**config.mk**
```make
export PLATFORM = sky130hd
export DESIGN_NAME = rank_by_value_flat
export DESIGN_NICKNAME = d
export VERILOG_FILES = /design/src/sv/rbv_pkg.sv /design/src/sv/rbv_in_if.sv /design/src/sv/rbv_out_if.sv /design/src/sv/rank_by_value.sv /design/src/flat_wrapper.sv
export VERILOG_INCLUDE_DIRS = /design/src /design/src/sv
export SDC_FILE = /design/constraint.sdc
export NUM_CORES = 2
export LEC_CHECK = 0
export BUFFER_PORTS_ARGS = -buffer_cell sky130_fd_sc_hd__buf_2
export CAP_MARGIN = 20
export CORE_ASPECT_RATIO = 2
export CORE_MARGIN = 5
export CORE_UTILIZATION = 37
export DETAILED_ROUTE_END_ITERATION = 7
export PLACE_DENSITY = 0.49
export SLEW_MARGIN = 25
export SYNTH_ARGS = -nofsm -noshare
export SYNTH_HDL_FRONTEND = slang
export SYNTH_SLANG_ARGS = --single-unit
```
**constraint.sdc**
```tcl
create_clock -name clk -period 8.27 [get_ports clk]
set_input_delay 1.654 -clock clk [delete_from_list [all_inputs] [get_ports clk]]
set_output_delay 1.654 -clock clk [all_outputs]
set_load 0.02 [all_outputs]
```
**src/sv/rank_by_value_assert.svh**
```systemverilog
// assertion macros for the rank_by_value block
`ifndef RANK_BY_VALUE_ASSERT_SVH
`define RANK_BY_VALUE_ASSERT_SVH

// same-cycle implication, held off during reset
`define RBV_ASSERT_NOW(label, ante, cons, msg) \
  label: assert property (@(posedge clk) disable iff (rst) (ante) |-> (cons)) \
    else $error(msg);

// next-cycle implication, held off during reset
`define RBV_ASSERT_NEXT(label, ante, cons, msg) \
  label: assert property (@(posedge clk) disable iff (rst) (ante) |=> (cons)) \
    else $error(msg);

`endif

```
**src/sv/rbv_pkg.sv**
```systemverilog
`timescale 1ns / 1ps

package rbv_pkg;

  localparam int VALUE_W = 32;
  localparam int RANK_W  = 6;

  typedef logic signed [VALUE_W-1:0] value_t;
  typedef logic [RANK_W-1:0] rank_t;

  typedef enum logic [2:0] {
    ST_LOAD,
    ST_FETCH,
    ST_SCAN,
    ST_TAIL,
    ST_EMIT
  } state_t;

endpackage

```
**src/sv/rbv_in_if.sv**
```systemverilog
`timescale 1ns / 1ps

interface rbv_in_if;
  logic          valid;
  logic          ready;
  rbv_pkg::value_t value;
  logic          last;

  modport source (output valid, output value, output last, input ready);
  modport sink (input valid, input value, input last, output ready);
endinterface

```
**src/sv/rbv_out_if.sv**
```systemverilog
`timescale 1ns / 1ps

interface rbv_out_if;
  logic         valid;
  logic         ready;
  rbv_pkg::rank_t rank;
  logic         last_res;
  logic         overflow;

  modport source (output valid, output rank, output last_res, output overflow, input ready);
  modport sink (input valid, input rank, input last_res, input overflow, output ready);
endinterface

```
**src/sv/rank_by_value.sv**
```systemverilog
`timescale 1ns / 1ps
// channel   | direction | payload                     | transfer when
// ----------+-----------+-----------------------------+--------------------
// items     | in        | value (s32), last           | valid && ready
// results   | out       | rank (u6), last_res, overflow | valid && ready
//
// loading takes one cycle per item; items are refused while a set is ranked
// each rank steps through one pivot read, then n compare reads (n = stored count)
// through the single read port of the value memory, then one tail, one emit
// reset clears state, count and overflow flag; the memory is not cleared
// an output stall holds the block in its emit step with the result held

`include "rank_by_value_assert.svh"

module rank_by_value #(
  parameter int MAX_COUNT = 64
) (
  input logic       clk,
  input logic       rst,
  rbv_in_if.sink    items,
  rbv_out_if.source results
);

  localparam int IDX_W = (MAX_COUNT > 1) ? $clog2(MAX_COUNT) : 1;
  localparam int CNT_W = $clog2(MAX_COUNT + 1);

  rbv_pkg::state_t state;
  rbv_pkg::state_t state_next;

  logic [CNT_W-1:0] count;
  logic             ovf;
  logic [IDX_W-1:0] idx_i;
  logic [IDX_W-1:0] idx_j;
  logic             pivot_pend;
  logic             cmp_pend;
  rbv_pkg::value_t  pivot;
  rbv_pkg::rank_t   acc;
  rbv_pkg::value_t  rd_data;
  rbv_pkg::value_t  mem [MAX_COUNT];

  logic             accept;
  logic             store;
  logic             out_free;
  logic             load_out;
  logic             last_idx;
  logic             scan_end;
  logic [IDX_W-1:0] rd_addr;

  assign accept   = items.valid && items.ready;
  assign store    = accept && (count < CNT_W'(MAX_COUNT));
  assign out_free = !results.valid || results.ready;
  assign last_idx = (CNT_W'(idx_i) + CNT_W'(1)) == count;
  assign scan_end = (CNT_W'(idx_j) + CNT_W'(1)) == count;

  // next state
  always_comb begin
    state_next = state;
    case (state)
      rbv_pkg::ST_LOAD: begin
        if (accept && items.last) begin
          state_next = rbv_pkg::ST_FETCH;
        end
      end
      rbv_pkg::ST_FETCH: state_next = rbv_pkg::ST_SCAN;
      rbv_pkg::ST_SCAN: begin
        if (scan_end) begin
          state_next = rbv_pkg::ST_TAIL;
        end
      end
      rbv_pkg::ST_TAIL: state_next = rbv_pkg::ST_EMIT;
      rbv_pkg::ST_EMIT: begin
        if (out_free) begin
          state_next = last_idx ? rbv_pkg::ST_LOAD : rbv_pkg::ST_FETCH;
        end
      end
      default: state_next = rbv_pkg::ST_LOAD;
    endcase
  end

  // state outputs
  always_comb begin
    items.ready = 1'b0;
    rd_addr     = idx_j;
    load_out    = 1'b0;
    case (state)
      rbv_pkg::ST_LOAD:  items.ready = 1'b1;
      rbv_pkg::ST_FETCH: rd_addr = idx_i;
      rbv_pkg::ST_EMIT:  load_out = out_free;
      default: begin
        rd_addr = idx_j;
      end
    endcase
  end

  always_ff @(posedge clk) begin
    if (rst) begin
      state         <= rbv_pkg::ST_LOAD;
      count         <= '0;
      ovf           <= 1'b0;
      idx_i         <= '0;
      idx_j         <= '0;
      pivot_pend    <= 1'b0;
      cmp_pend      <= 1'b0;
      results.valid <= 1'b0;
    end else begin
      state      <= state_next;
      pivot_pend <= (state == rbv_pkg::ST_FETCH);
      cmp_pend   <= (state == rbv_pkg::ST_SCAN);
      if (store) begin
        count <= count + CNT_W'(1);
      end else if (accept) begin
        ovf <= 1'b1;
      end
      if (state == rbv_pkg::ST_FETCH) begin
        idx_j <= '0;
      end else if (state == rbv_pkg::ST_SCAN) begin
        idx_j <= idx_j + IDX_W'(1);
      end
      if (load_out) begin
        results.valid <= 1'b1;
        if (last_idx) begin
          count <= '0;
          ovf   <= 1'b0;
          idx_i <= '0;
        end else begin
          idx_i <= idx_i + IDX_W'(1);
        end
      end else if (results.ready) begin
        results.valid <= 1'b0;
      end
    end
  end

  // value memory, one write and one registered read port
  always_ff @(posedge clk) begin
    if (store) begin
      mem[count[IDX_W-1:0]] <= items.value;
    end
    rd_data <= mem[rd_addr];
  end

  // pivot capture and compare count
  always_ff @(posedge clk) begin
    if (pivot_pend) begin
      pivot <= rd_data;
    end
    if (state == rbv_pkg::ST_FETCH) begin
      acc <= '0;
    end else if (cmp_pend && (rd_data < pivot)) begin
      acc <= acc + rbv_pkg::RANK_W'(1);
    end
    if (load_out) begin
      results.rank     <= acc;
      results.last_res <= last_idx;
      results.overflow <= ovf;
    end
  end

  `RBV_ASSERT_NOW(a_count_range, 1'b1, count <= CNT_W'(MAX_COUNT), "element count beyond capacity")
  `RBV_ASSERT_NOW(a_rank_below_count, load_out, CNT_W'(acc) < count, "rank not below set size")
  `RBV_ASSERT_NEXT(a_set_cleared, load_out && last_idx, count == '0 && !ovf, "set not cleared after final rank")

endmodule

```
**src/flat_wrapper.sv**
```systemverilog
// flat-port wrapper written by rule: the top's interface ports become plain ports
module rank_by_value_flat 
#(
  parameter int MAX_COUNT = 64
)
  (clk, rst, items_valid, items_value, items_last, items_ready, results_valid, results_rank, results_last_res, results_overflow, results_ready);
  rbv_in_if items_i ();
  rbv_out_if results_i ();
  input logic clk;
  input logic rst;
  input wire logic [$bits(items_i.valid)-1:0] items_valid;
  input wire logic [$bits(items_i.value)-1:0] items_value;
  input wire logic [$bits(items_i.last)-1:0] items_last;
  output wire logic [$bits(items_i.ready)-1:0] items_ready;
  output wire logic [$bits(results_i.valid)-1:0] results_valid;
  output wire logic [$bits(results_i.rank)-1:0] results_rank;
  output wire logic [$bits(results_i.last_res)-1:0] results_last_res;
  output wire logic [$bits(results_i.overflow)-1:0] results_overflow;
  input wire logic [$bits(results_i.ready)-1:0] results_ready;
  assign items_i.valid = items_valid;
  assign items_i.value = items_value;
  assign items_i.last = items_last;
  assign items_ready = items_i.ready;
  assign results_valid = results_i.valid;
  assign results_rank = results_i.rank;
  assign results_last_res = results_i.last_res;
  assign results_overflow = results_i.overflow;
  assign results_i.ready = results_ready;
  rank_by_value #(.MAX_COUNT(MAX_COUNT)) u_core (.clk(clk), .rst(rst), .items(items_i), .results(results_i));
endmodule
```
==> results.yml <==
run_status:
  status: "completed"
power:
  p_leak_uw: 0.0300
  power.density_nw_per_um2: 231
  ir_drop_mv: 0.173
synth:
  yosys-top-cells-area: "edfxtp_1, mux4_2, nand2_1"
  synth_enable_flop_cells: 2088
  ys_types: 60
  synth.area.mux_share: 0.109
  synth-simple-area-share: 0.0622
  synth-xor-area-share: 0.00231
  synth_top_area_frac: 0.753
  netlist_instances: 4607
  synth_ff_type: "edfxtp_1"
  syn_avg_cell_area_um2: 18.1
  synth_compound_area_frac: 0.0351
  synth_largest_area_cell: "edfxtp_1"
  synthArstFlopShare: 0
  synth_top_family_by_area: "multiplexers"
  ys_seq_area_frac: 0.768
  syn_area_um2: 83300
  mappedNetlistNets: 4679
  ys_warn_count: 0
  ys_seq_elements: 2152
  synth-adder-area-share: 0.00526
hold_path:
  hp-class: "flop to flop"
  min_from: "u_core.rd_data[31]$_DFF_P_"
global_route:
  globalRouteOverflowTotal: 0
  grt_pass1_vias: 45400
  gr-usage-all-layers: 0.218
  antenna_found_initial: 7
  grt_max_degree: 105
  grt_pass1_wl_um: 364000
timing:
  period_share: 0.612
  fin_crit_ns: 5.06
  tightestPinTransition_ns: 1.11
  clock.fmax_mhz: 198
  finalSetupTns_ns: 0
  finalHoldViolations: 0
  clock_skew_ns: 0.0475
  relSlewSlack: 0.260
  grt_setup_unrepaired: "false"
  drv_slew: 0
  final-setup-viol-count: 0
worst_setup_path:
  r2r_slack_ns: 3.21
  critical_path_required_ns: 9.00
  cp-startpoint: "u_core.state[0]$_SDFFE_PP0P_"
  startpoint_type: "flop"
  cp_max_fo: 62
  end_kind: "flop"
  r2r-start: "u_core.state[0]$_SDFFE_PP0P_"
  crit_type: "flop to flop"
  crit_arrival_ns: 5.79
placed_design:
  port_buffers: 46
  dp.cells: 7527
  gp_congestion: 0.796
  place_hpwl_um: 155000
floorplanning:
  fp.coreArea_um2: 224000
  die_x_um: 345
  die_area_um2: 235000
  die_h_um: 681
  num_rows: 246
  ios: 47
  initial_utilization: 0.371
route:
  vias: 44300
  firstDrtPassIters: 7
  viasPerCell: 5.63
  ant_nets: 0
  route.detailed.drc: 0
  drt_iter0_drc: 4500
  route.detailed.wl_per_inst_um: 33.3
  routed_wl_um: 262000
clock_network:
  htreeDepth: 4
  root_buffer: "clkbuf_16"
  clockBufferDepth: 4
  cts_tree: "yes"
  clkTransAtPathRegs_ns: 0.07
  holdBufCountCts: 0
  clk_latency_ns: 0.85
  cts_resized: 0
  numCtsBuffers: 190
  cts.sinks: 2152
  postCtsSetupRepairBufs: 0
run:
  max-cap-violations: 0
layout:
  syn2layout_area_growth_pct: 12.5
  finalNonFillerCells: 7867
  fillCellCount: 19800
  drive_gt1_frac: 0.182
  finalNetCount: 4816
-- worst max-delay path, cell delays in order, from the launching register on --
cell,delay (ns)
dfxtp_1,0.67
nor3b_4,0.27
buf_4,0.35
mux2i_4,0.58
buf_12,0.45
buf_4,0.61
mux4_2,0.58
a22oi_1,0.35
nand3_1,0.42
or4_1,0.52
-- power breakdown --
part	switching, uW	leakage (uW)	internal, uW	total, uW
combinational	611	0.00782	312	923
sequential	66.7	0.0193	12000	12100
clock	3980	0.00285	4700	8680
-- cell usage after synthesis, drive strengths merged (10+ instances only) --
master and instances:
clkbuf 93, inv 35, a31oi 38, edfxtp 2088, xor2 10, nor2 129, nor4 12, o22ai 19
a22oi 33, buf 170, a32oi 12, nor3 17, ha 35, dfxtp 64, a311oi 11, or4 12
a21oi 114, mux4 332, nand2 639, a211oi 18, xnor2 12, o2111ai 31, a221oi 58, and3 28
mux2i 149, o21ai 49, nand4 22, nand2b 19, nand3 270, o211ai 10
-- through the flow --
| step | utilization | area, um^2 | setup WS [ns] | hold slack [ns] | power [uW] |
|---|---|---|---|---|---|
| floorplan | - | 83300 | 4.06 | 0.400 | 12800 |
| global placement | 0.391 | 87800 | 3.00 | 0.423 | 13300 |
| detailed placement | 0.392 | 87900 | 3.14 | 0.426 | 13300 |
| CTS | 0.418 | 93700 | 3.15 | 0.446 | 21900 |
| global route | 0.418 | 93700 | 2.92 | 0.467 | 22400 |
| finish | 0.418 | 93700 | 3.21 | 0.444 | 21700 |
-- cell usage in the layout (no fill, tap or decap), types with 38 or more instances in the layout --
cell	Yosys	final
clkbuf_1	93	39
nor2_1	129	56
mux4_2	332	332
a221oi_1	58	58
a21oi_1	114	114
nand2_1	639	639
o21ai_0	45	45
buf_2	92	43
mux2i_1	149	146
clkbuf_16	0	193
clkinv_1	0	44
dfxtp_1	64	63
edfxtp_1	2088	2088
nor2_4	0	68
a31oi_1	38	38
buf_4	25	152
nand3_1	270	270
-- routing by layer --
metal | GRT usage | up-vias | wire length (um)
met1 | 0.267 | 24000 | 99900
met4 | 0.0708 | 2 | 9270
li1 | - | 18600 | -
met3 | 0.0224 | 361 | 11800
met2 | 0.405 | 1386 | 141000
met5 | 0 | - | 13
-- layout make-up --
| class | count | area, um^2 | area share |
|---|---|---|---|
| Sequential cell | 2152 | 64000 | 0.683 |
| Multi-Input combinational cell | 2157 | 18400 | 0.196 |
| Clock buffer | 234 | 5000 | 0.0534 |
| Tap cell | 2976 | 3720 | 0.0397 |
| Timing Repair Buffer | 208 | 1630 | 0.0174 |
| Clock inverter | 103 | 830 | 0.00885 |
| Inverter | 35 | 131 | 0.00140 |
| Antenna cell | 2 | 5.00 | 0.0000534 |
-- state kept, by name, indices dropped and copies added, names as in the netlist --
register                 cells
u_core.mem                2048
u_core.pivot                32
u_core.rd_data              32
u_core.count                 7
u_core.acc                   6
u_core.idx_i                 6
u_core.idx_j                 6
u_core.results.rank          6
u_core.state                 3
u_core.cmp_pend              1
u_core.ovf                   1
u_core.pivot_pend            1
u_core.results.last_res      1
u_core.results.overflow      1
u_core.results.valid         1
-- kinds of logic after synthesis --
| kind of cell | count (synthesis) |
|---|---|
| buffers and inverters | 298 |
| xor gates and xnor gates | 22 |
| AOI/OAI and AO/OA | 429 |
| muxes | 488 |
| and+or+nand+nor | 1183 |
| adders and majority gates | 35 |
| DFF | 2152 |
-- final timing paths --
check | end | cells after the start
worst max-delay path | u_core.rd_data[0]$_DFF_P_ | 9
worst min-delay path | u_core.pivot[31]$_DFFE_PP_ | 0
worst max register to register | u_core.rd_data[0]$_DFF_P_ | 9
worst min register to register | u_core.pivot[31]$_DFFE_PP_ | 0
Note: power is estimated with default switching activity, not from simulation.
